### src/design/hsl_pkg.sv
// shared types and constants for the hsl to rgb converter
package hsl_pkg;

  // hue constants in 1/64 degree units
  localparam logic [14:0] HUE_FULL = 15'd23040;
  localparam logic [12:0] HUE_60   = 13'd3840;
  localparam logic [12:0] HUE_120  = 13'd7680;
  localparam logic [14:0] HUE_180  = 15'd11520;
  localparam logic [14:0] HUE_240  = 15'd15360;
  localparam logic [14:0] HUE_300  = 15'd19200;

  // fraction one in 1/256 units
  localparam logic [8:0] FRAC_ONE = 9'd256;

  // chroma at full scale, 1.0 with 17 fraction bits
  localparam logic [17:0] FIX_ONE = 18'd131072;

  // reciprocal of 15 scaled by 2^25, rounded down
  localparam logic [21:0] RECIP_15    = 22'd2236962;
  localparam int          RECIP_SHIFT = 25;

  // 60 degree hue sector
  typedef enum logic [2:0] {
    SEC_RED_YEL,
    SEC_YEL_GRN,
    SEC_GRN_CYN,
    SEC_CYN_BLU,
    SEC_BLU_MAG,
    SEC_MAG_RED
  } sector_t;

  // word between chroma and ramp stages
  typedef struct packed {
    logic        vld;
    logic [17:0] c17;
    logic [11:0] k;
    logic [8:0]  lit;
    sector_t     sector;
  } chroma_word_t;

  // word between ramp and channel stages
  typedef struct packed {
    logic        vld;
    logic [17:0] c17;
    logic [17:0] x17;
    logic [17:0] m17;
    sector_t     sector;
  } ramp_word_t;

endpackage

### src/design/hsl_chroma.sv
// input normalize, hue sector and ramp, chroma multiply (three stages)
module hsl_chroma (
  input  logic                 clk,
  input  logic                 rst_n,
  input  logic                 en,
  input  logic                 in_vld,
  input  logic [14:0]          in_hue,
  input  logic [8:0]           in_sat,
  input  logic [8:0]           in_lit,
  output hsl_pkg::chroma_word_t out_word
);

  // stage 1 registers
  logic        s1_vld_r;
  logic [14:0] s1_hue_r;
  logic [8:0]  s1_sat_r;
  logic [8:0]  s1_lit_r;
  logic [14:0] s1_hue_nxt;
  logic [8:0]  s1_sat_nxt;
  logic [8:0]  s1_lit_nxt;

  // stage 2 registers
  logic             s2_vld_r;
  logic [8:0]       s2_span_r;
  logic [8:0]       s2_sat_r;
  logic [8:0]       s2_lit_r;
  logic [11:0]      s2_k_r;
  hsl_pkg::sector_t s2_sec_r;
  logic [9:0]       two_l;
  logic [8:0]       lit_dev;
  logic [8:0]       s2_span_nxt;
  logic [12:0]      hm;
  logic [11:0]      s2_k_nxt;
  hsl_pkg::sector_t s2_sec_nxt;

  // stage 3 registers
  hsl_pkg::chroma_word_t s3_r;
  logic [16:0]           prod_cs;

  // wrap hue and saturate fractions
  always_comb begin
    s1_hue_nxt = (in_hue >= hsl_pkg::HUE_FULL) ? in_hue - hsl_pkg::HUE_FULL : in_hue;
    s1_sat_nxt = (in_sat > hsl_pkg::FRAC_ONE) ? hsl_pkg::FRAC_ONE : in_sat;
    s1_lit_nxt = (in_lit > hsl_pkg::FRAC_ONE) ? hsl_pkg::FRAC_ONE : in_lit;
  end

  always_ff @(posedge clk) begin
    if (!rst_n) begin
      s1_vld_r <= 1'b0;
    end else if (en) begin
      s1_vld_r <= in_vld;
    end
  end

  always_ff @(posedge clk) begin
    if (en) begin
      s1_hue_r <= s1_hue_nxt;
      s1_sat_r <= s1_sat_nxt;
      s1_lit_r <= s1_lit_nxt;
    end
  end

  // lightness span 1 - |2l - 1|
  always_comb begin
    two_l = {s1_lit_r, 1'b0};
    if (two_l >= {1'b0, hsl_pkg::FRAC_ONE}) begin
      lit_dev = 9'(two_l - {1'b0, hsl_pkg::FRAC_ONE});
    end else begin
      lit_dev = 9'({1'b0, hsl_pkg::FRAC_ONE} - two_l);
    end
    s2_span_nxt = hsl_pkg::FRAC_ONE - lit_dev;
  end

  // hue inside a 120 degree period, triangle ramp and sector
  always_comb begin
    if (s1_hue_r < {2'b00, hsl_pkg::HUE_120}) begin
      hm = s1_hue_r[12:0];
    end else if (s1_hue_r < hsl_pkg::HUE_240) begin
      hm = 13'(s1_hue_r - {2'b00, hsl_pkg::HUE_120});
    end else begin
      hm = 13'(s1_hue_r - hsl_pkg::HUE_240);
    end
    if (hm >= hsl_pkg::HUE_60) begin
      s2_k_nxt = 12'(hsl_pkg::HUE_120 - hm);
    end else begin
      s2_k_nxt = hm[11:0];
    end
    if (s1_hue_r < {2'b00, hsl_pkg::HUE_60}) begin
      s2_sec_nxt = hsl_pkg::SEC_RED_YEL;
    end else if (s1_hue_r < {2'b00, hsl_pkg::HUE_120}) begin
      s2_sec_nxt = hsl_pkg::SEC_YEL_GRN;
    end else if (s1_hue_r < hsl_pkg::HUE_180) begin
      s2_sec_nxt = hsl_pkg::SEC_GRN_CYN;
    end else if (s1_hue_r < hsl_pkg::HUE_240) begin
      s2_sec_nxt = hsl_pkg::SEC_CYN_BLU;
    end else if (s1_hue_r < hsl_pkg::HUE_300) begin
      s2_sec_nxt = hsl_pkg::SEC_BLU_MAG;
    end else begin
      s2_sec_nxt = hsl_pkg::SEC_MAG_RED;
    end
  end

  always_ff @(posedge clk) begin
    if (!rst_n) begin
      s2_vld_r <= 1'b0;
    end else if (en) begin
      s2_vld_r <= s1_vld_r;
    end
  end

  always_ff @(posedge clk) begin
    if (en) begin
      s2_span_r <= s2_span_nxt;
      s2_sat_r  <= s1_sat_r;
      s2_lit_r  <= s1_lit_r;
      s2_k_r    <= s2_k_nxt;
      s2_sec_r  <= s2_sec_nxt;
    end
  end

  // chroma = span * s, doubled to 17 fraction bits
  assign prod_cs = 17'(s2_span_r * s2_sat_r);

  always_ff @(posedge clk) begin
    if (!rst_n) begin
      s3_r.vld <= 1'b0;
    end else if (en) begin
      s3_r.vld <= s2_vld_r;
    end
  end

  always_ff @(posedge clk) begin
    if (en) begin
      s3_r.c17    <= {prod_cs, 1'b0};
      s3_r.k      <= s2_k_r;
      s3_r.lit    <= s2_lit_r;
      s3_r.sector <= s2_sec_r;
    end
  end

  assign out_word = s3_r;

`ifndef SYNTHESIS
  // ramp never exceeds one sector width
  a_k_range: assert property (@(posedge clk) disable iff (!rst_n)
    s2_vld_r |-> (s2_k_r <= 12'(hsl_pkg::HUE_60)))
    else $error("hue ramp above 60 degrees");

  // chroma never exceeds one
  a_c_range: assert property (@(posedge clk) disable iff (!rst_n)
    s3_r.vld |-> (s3_r.c17 <= hsl_pkg::FIX_ONE))
    else $error("chroma above one");
`endif

endmodule

### src/design/hsl_ramp.sv
// x = c * k / 3840 through a reciprocal multiply and correction, plus m (three stages)
module hsl_ramp (
  input  logic                  clk,
  input  logic                  rst_n,
  input  logic                  en,
  input  hsl_pkg::chroma_word_t in_word,
  output hsl_pkg::ramp_word_t   out_word
);

  // stage 4: product c * k, quotient by 256, m
  logic             s4_vld_r;
  logic [20:0]      s4_q_r;
  logic [17:0]      s4_c_r;
  logic [17:0]      s4_m_r;
  hsl_pkg::sector_t s4_sec_r;
  logic [28:0]      prod_ck;
  logic [17:0]      l_fix;
  logic [17:0]      half_c;
  logic [17:0]      s4_m_nxt;

  // stage 5: estimate of q / 15
  logic             s5_vld_r;
  logic [20:0]      s5_q_r;
  logic [17:0]      s5_est_r;
  logic [17:0]      s5_c_r;
  logic [17:0]      s5_m_r;
  hsl_pkg::sector_t s5_sec_r;
  logic [42:0]      prod_rc;

  // stage 6: correction
  hsl_pkg::ramp_word_t s6_r;
  logic [21:0]         est_x15;
  logic [21:0]         rem;
  logic [17:0]         s6_x_nxt;

  assign prod_ck = 29'(in_word.c17 * in_word.k);
  assign l_fix   = {in_word.lit, 9'b0};
  assign half_c  = {1'b0, in_word.c17[17:1]};

  always_comb begin
    s4_m_nxt = (l_fix >= half_c) ? l_fix - half_c : '0;
  end

  always_ff @(posedge clk) begin
    if (!rst_n) begin
      s4_vld_r <= 1'b0;
    end else if (en) begin
      s4_vld_r <= in_word.vld;
    end
  end

  always_ff @(posedge clk) begin
    if (en) begin
      s4_q_r   <= prod_ck[28:8];
      s4_c_r   <= in_word.c17;
      s4_m_r   <= s4_m_nxt;
      s4_sec_r <= in_word.sector;
    end
  end

  // reciprocal multiply, estimate is exact or one low
  assign prod_rc = 43'(s4_q_r * hsl_pkg::RECIP_15);

  always_ff @(posedge clk) begin
    if (!rst_n) begin
      s5_vld_r <= 1'b0;
    end else if (en) begin
      s5_vld_r <= s4_vld_r;
    end
  end

  always_ff @(posedge clk) begin
    if (en) begin
      s5_q_r   <= s4_q_r;
      s5_est_r <= prod_rc[hsl_pkg::RECIP_SHIFT +: 18];
      s5_c_r   <= s4_c_r;
      s5_m_r   <= s4_m_r;
      s5_sec_r <= s4_sec_r;
    end
  end

  // remainder check, bump the estimate when it reaches 15
  always_comb begin
    est_x15  = {s5_est_r, 4'b0} - {4'b0, s5_est_r};
    rem      = {1'b0, s5_q_r} - est_x15;
    s6_x_nxt = (rem >= 22'd15) ? s5_est_r + 18'd1 : s5_est_r;
  end

  always_ff @(posedge clk) begin
    if (!rst_n) begin
      s6_r.vld <= 1'b0;
    end else if (en) begin
      s6_r.vld <= s5_vld_r;
    end
  end

  always_ff @(posedge clk) begin
    if (en) begin
      s6_r.c17    <= s5_c_r;
      s6_r.x17    <= s6_x_nxt;
      s6_r.m17    <= s5_m_r;
      s6_r.sector <= s5_sec_r;
    end
  end

  assign out_word = s6_r;

`ifndef SYNTHESIS
  // reciprocal estimate is never more than one low
  a_rem_range: assert property (@(posedge clk) disable iff (!rst_n)
    s5_vld_r |-> (rem < 22'd30))
    else $error("reciprocal estimate off by more than one");

  // x never exceeds chroma
  a_x_le_c: assert property (@(posedge clk) disable iff (!rst_n)
    s6_r.vld |-> (s6_r.x17 <= s6_r.c17))
    else $error("x above chroma");
`endif

endmodule

### src/design/hsl_mix.sv
// sector placement, add m, scale by 255, clamp, output register
module hsl_mix (
  input  logic                clk,
  input  logic                rst_n,
  input  logic                en,
  input  hsl_pkg::ramp_word_t in_word,
  output logic                out_vld,
  output logic [7:0]          out_red,
  output logic [7:0]          out_green,
  output logic [7:0]          out_blue
);

  logic        vld_r;
  logic [7:0]  red_r;
  logic [7:0]  green_r;
  logic [7:0]  blue_r;
  logic [17:0] v_red;
  logic [17:0] v_green;
  logic [17:0] v_blue;

  // (v + m) * 255 >> 17, clamped to 255
  function automatic logic [7:0] chan_scale(input logic [17:0] v, input logic [17:0] m);
    logic [18:0] sum;
    logic [26:0] scaled;
    sum    = {1'b0, v} + {1'b0, m};
    scaled = {sum, 8'b0} - {8'b0, sum};
    return (scaled[26:17] > 10'd255) ? 8'd255 : scaled[24:17];
  endfunction

  // place c and x by sector
  always_comb begin
    case (in_word.sector)
      hsl_pkg::SEC_RED_YEL: begin
        v_red = in_word.c17; v_green = in_word.x17; v_blue = '0;
      end
      hsl_pkg::SEC_YEL_GRN: begin
        v_red = in_word.x17; v_green = in_word.c17; v_blue = '0;
      end
      hsl_pkg::SEC_GRN_CYN: begin
        v_red = '0; v_green = in_word.c17; v_blue = in_word.x17;
      end
      hsl_pkg::SEC_CYN_BLU: begin
        v_red = '0; v_green = in_word.x17; v_blue = in_word.c17;
      end
      hsl_pkg::SEC_BLU_MAG: begin
        v_red = in_word.x17; v_green = '0; v_blue = in_word.c17;
      end
      default: begin
        v_red = in_word.c17; v_green = '0; v_blue = in_word.x17;
      end
    endcase
  end

  always_ff @(posedge clk) begin
    if (!rst_n) begin
      vld_r <= 1'b0;
    end else if (en) begin
      vld_r <= in_word.vld;
    end
  end

  always_ff @(posedge clk) begin
    if (en) begin
      red_r   <= chan_scale(v_red, in_word.m17);
      green_r <= chan_scale(v_green, in_word.m17);
      blue_r  <= chan_scale(v_blue, in_word.m17);
    end
  end

  assign out_vld   = vld_r;
  assign out_red   = red_r;
  assign out_green = green_r;
  assign out_blue  = blue_r;

endmodule

### src/design/hsl_to_rgb_converter_unit.sv
// hsl to rgb converter top level: seven stage pipeline with shared stall
//
//   channel | ports                                   | direction
//   input   | in_valid in_ready in_hue in_saturation  | into block
//           | in_lightness                            |
//   result  | out_valid out_ready out_red out_green   | out of block
//           | out_blue                                |
//
// one word per cycle sustained while result words are taken
// stages in order: normalize, ramp, chroma mult, c*k mult,
// reciprocal mult, correction, channel scale into the output register
// all stages advance together whenever the output register is empty or taken
// in_ready is low only while a result word waits and out_ready is low
// reset clears the valid bits of every stage
module hsl_to_rgb_converter_unit (
  input  logic        clk,
  input  logic        rst_n,
  input  logic        in_valid,
  output logic        in_ready,
  input  logic [14:0] in_hue,
  input  logic [8:0]  in_saturation,
  input  logic [8:0]  in_lightness,
  output logic        out_valid,
  input  logic        out_ready,
  output logic [7:0]  out_red,
  output logic [7:0]  out_green,
  output logic [7:0]  out_blue
);

  logic                  en;
  hsl_pkg::chroma_word_t chroma_word;
  hsl_pkg::ramp_word_t   ramp_word;

  // pipeline moves unless the result word is held
  assign en       = !out_valid || out_ready;
  assign in_ready = en;

  hsl_chroma u_chroma (
    .clk      (clk),
    .rst_n    (rst_n),
    .en       (en),
    .in_vld   (in_valid),
    .in_hue   (in_hue),
    .in_sat   (in_saturation),
    .in_lit   (in_lightness),
    .out_word (chroma_word)
  );

  hsl_ramp u_ramp (
    .clk      (clk),
    .rst_n    (rst_n),
    .en       (en),
    .in_word  (chroma_word),
    .out_word (ramp_word)
  );

  hsl_mix u_mix (
    .clk       (clk),
    .rst_n     (rst_n),
    .en        (en),
    .in_word   (ramp_word),
    .out_vld   (out_valid),
    .out_red   (out_red),
    .out_green (out_green),
    .out_blue  (out_blue)
  );

`ifndef SYNTHESIS
  // no result word right after reset
  a_reset_empty: assert property (@(posedge clk)
    $past(!rst_n) |-> !out_valid)
    else $error("result word valid after reset");

  // a held result word freezes the last ramp stage
  a_stall_holds: assert property (@(posedge clk) disable iff (!rst_n)
    (out_valid && !out_ready) |=> $stable(ramp_word))
    else $error("pipeline moved during stall");
`endif

endmodule
### config.mk
export PLATFORM = sky130hd
export DESIGN_NAME = hsl_to_rgb_converter_unit
export DESIGN_NICKNAME = d
export VERILOG_FILES = /design/src/design/hsl_pkg.sv /design/src/design/hsl_chroma.sv /design/src/design/hsl_ramp.sv /design/src/design/hsl_mix.sv /design/src/design/hsl_to_rgb_converter_unit.sv
export SDC_FILE = /design/constraint.sdc
export NUM_CORES = 1
export LEC_CHECK = 0
export BUFFER_PORTS_ARGS = -buffer_cell sky130_fd_sc_hd__buf_2
export CORE_AREA = 8 8 263 265
export CTS_CLUSTER_SIZE = 28
export DETAILED_ROUTE_END_ITERATION = 12
export DIE_AREA = 0 0 271 273
export PLACE_DENSITY = 0.67
export SYNTH_ARGS = -nofsm -noshare
export SYNTH_HDL_FRONTEND = slang
export SYNTH_HIERARCHICAL = 1
export SYNTH_SLANG_ARGS = --single-unit
### constraint.sdc
create_clock -name clk -period 10.3 [get_ports clk]
set_input_delay 1.03 -clock clk [delete_from_list [all_inputs] [get_ports clk]]
set_output_delay 1.03 -clock clk [all_outputs]
set_load 0.03 [all_outputs]
==> flow_summary.json <==
{
  "finalWirelength_um": 72400,
  "synth-edff-count": 332,
  "die_area_um2": 74000,
  "grt_max_degree": 196,
  "end_kind": "register",
  "reg2reg_depth": 23,
  "finalSetupTns_ps": 0,
  "cts_resized": 0,
  "skew_ps": 14.4,
  "grt_usage_pct": 19.3,
  "cts_sinks": 339,
  "dr.pass1.iters": 6,
  "rsz0062_at_grt": "no",
  "drive_gt1_share_pct": 6.14,
  "synth_top_area_share_pct": 31.0,
  "arrival_ps": 6810,
  "top_layer": "met4",
  "min_to": "u_chroma/out_word[5]",
  "slew_headroom_pct": 29.3,
  "min_from": "u_chroma/s2_lit_r[2]",
  "hold_class": "reg2reg",
  "drv_slew": 0,
  "synth_warnings": 6,
  "grt_overflow": 0,
  "cts_root_buf": "clkbuf_16",
  "cp_slowest_cell": "nor2b_1",
  "synthArstFlopShare_pct": 0,
  "cp_top_family": "compound AO/OA/AOI/OAI gates",
  "layout.cells.non_filler": 4073,
  "crit_type": "reg2reg",
  "route.met2.wl_um": 35900,
  "m1WireLength_um": 31800,
  "fp.dieH_um": 273,
  "fin_crit_ps": 6520,
  "ff2ff_setup_slack_ps": 3780,
  "r2r-start": "u_ramp/out_word[1]",
  "met3_length_um": 3000,
  "timing.hold.ws_ps": 415,
  "setup_viol": 0,
  "die_width_um": 271,
  "synth_cell_type_count": 108,
  "yosysSeqAreaShare_pct": 31.5,
  "ios": 63,
  "syn_inst": 3150,
  "numCtsBuffers": 41,
  "ys_ff_latch": 339,
  "rows": 94,
  "cpPeakStageDelay_ps": 740,
  "hpwlAfterDp_um": 58100,
  "worstSkewPairLatency_ps": 560,
  "syn_avg_cell_area_um2": 10.2,
  "drv_cap": 0,
  "cp_num_buf_inv": 1,
  "antenna_left": 0,
  "vias": 22600,
  "path_clk_slew_ps": 60,
  "synthTopCellsByArea": "edfxtp_1 31%, fa_1 17%, ha_1 14%",
  "cts_hold_repair.buffers": 0,
  "place_inst": 3999,
  "ys.flop_type": "edfxtp_1",
  "whs_path_depth": 0,
  "grt_pass1_vias": 23000,
  "drt_iter0_drc": 1430,
  "port_buffers": 62,
  "antenna_found_initial": 0,
  "coreArea_um2": 65000,
  "startpoint_type": "register",
  "rr_endpoint": "u_mix/out_blue[6]",
  "finalNetCount": 3850,
  "yosysTopAreaCell": "edfxtp_1",
  "worstPathRequired_ps": 10590,
  "area_growth_pct": 7.86,
  "synth.cell_area_um2": 32100,
  "crit_fanout": 18,
  "n_antenna_cell": 0,
  "drc_errors": 0,
  "status": "finished, final reports clean",
  "via_per_inst": 5.56,
  "hold_viol": 0,
  "gp_congestion": 0.911,
  "critical_path_depth": 23,
  "post-route-period-util_pct": 63.3,
  "grt_pass1_wl_um": 118000,
  "crit_chain": "nor2b_1 -> nand2_1 -> o21ai_1 -> buf_4 -> a22o_1 -> ha_1 -> fa_1 -> a21o_1 -> nand4_1 -> a2111oi_0 -> nor3_1 -> xor2_1 -> ha_1 -> a21o_1 -> a21oi_1 -> o21ai_0 -> a2111oi_0 -> nor2_1 -> a21oi_1 -> nand3_1 -> a2bb2oi_1 -> o21ai_2 -> nand3_1",
  "tritoncts": "yes",
  "fmax_mhz": 153,
  "cts_setup_buffers": 0,
  "initial_core_util_pct": 49.4,
  "worst_slew_pin_slew_ps": 1060,
  "cts.htree.levels": 2,
  "wl_per_cell_um": 17.8,
  "clock_path_buffers": 3
}
-- layout by cell type (no fill, tap or decap), types with 50 or more instances in the layout --
cell | netlist | final
inv_1 | 529 | 529
ha_1 | 370 | 370
edfxtp_1 | 332 | 332
nand2_1 | 306 | 306
fa_1 | 265 | 265
nor2_1 | 145 | 145
a21oi_1 | 128 | 127
and2_1 | 110 | 110
xnor2_1 | 102 | 102
o21ai_0 | 69 | 69
buf_2 | 11 | 62
xor2_1 | 58 | 58
a21o_1 | 53 | 53
nand3_1 | 50 | 50
-- worst register-to-register path, stage by stage, from the launching register on --
cell and delay, ps:
edfxtp_1 480, nor2b_1 740, nand2_1 110, o21ai_1 110
buf_4 250, a22o_1 210, ha_1 220, fa_1 230
a21o_1 150, nand4_1 260, a2111oi_0 720, nor3_1 120
xor2_1 390, ha_1 340, a21o_1 190, a21oi_1 180
o21ai_0 120, a2111oi_0 390, nor2_1 70, a21oi_1 260
nand3_1 130, a2bb2oi_1 170, o21ai_2 280, nand3_1 130
-- registers in the layout (all words and copies together) (netlist names), 21 cells and up --
name / cells
u_ramp/out_word: 58
u_chroma/out_word: 41
u_ramp/s4_q_r: 21
u_ramp/s5_q_r: 21
-- area by class of cell --
cell class                 count  area, um^2
clock inverter                28         379
fill                        5707       30400
multi-input combinational   2197       19600
tap                          864        1080
timing repair buffer          69         375
clock buffer                  46        1040
inverter                     530        1990
sequential                   339       10100
-- per-stage QoR --
stage	util, %	setup slack (ps)	cell area [um^2]
4_1_cts	53.2	3850	34600
2_1_floorplan	-	3850	32100
3_3_place_gp	51.1	4020	33200
5_1_grt	53.2	3320	34600
6_report	53.2	3780	34600
3_5_place_dp	51.1	3870	33200
-- cells in the mapped netlist, drive strengths merged (15+ instances only) --
master and instances:
a22o 39, nor2 146, buf 17, o21a 23, edfxtp 332, a21oi 136
nor4 20, nand2 306, a21o 54, inv 530, nor2b 48, and2 111
nand2b 24, fa 265, nand3 50, and3 15, ha 370, o211ai 17
xnor2 103, o21ai 83, nand4 31, mux2i 30, a31oi 19, clkbuf 67
xor2 59, nor3 47
-- metal layers --
layer	vias to the layer above	global-route usage, %
met5	-	0
met1	11100	25.2
li1	10800	-
met2	591	33.8
met3	113	2.14
met4	0	5.00
-- worst max-delay path by stage --
stage	startpoint	endpoint	slack [ps]
after global routing	u_ramp/out_word[1]	u_mix/out_blue[6]	3320
final	u_ramp/out_word[1]	u_mix/out_blue[6]	3780
after global placement	u_chroma/out_word[19]	u_ramp/s4_q_r[20]	4020
after CTS	u_chroma/out_word[19]	u_ramp/s4_q_r[20]	3850
after floorplan	out_ready	in_ready	3850
after detailed placement	u_chroma/out_word[19]	u_ramp/s4_q_r[20]	3870
-- kinds of logic (layout without fill, tap and decap cells) --
| group | count (synthesis) | after routing | share of synthesized area, % |
|---|---|---|---|
| XOR/XNOR | 162 | 162 | 4.50 |
| buffers and inverters | 615 | 673 | 7.38 |
| AND/OR/NAND/NOR | 857 | 857 | 13.2 |
| adder cells (fa/ha/maj) | 637 | 637 | 31.0 |
| other | 1 | 2 | 0.0117 |
| AO/OA/AOI/OAI | 505 | 505 | 11.4 |
| flip-flops | 339 | 339 | 31.5 |
| multiplexers | 34 | 34 | 1.08 |
Power is not shown: default switching activity piles up to over one toggle a cycle in this logic, so the estimate is an artifact.
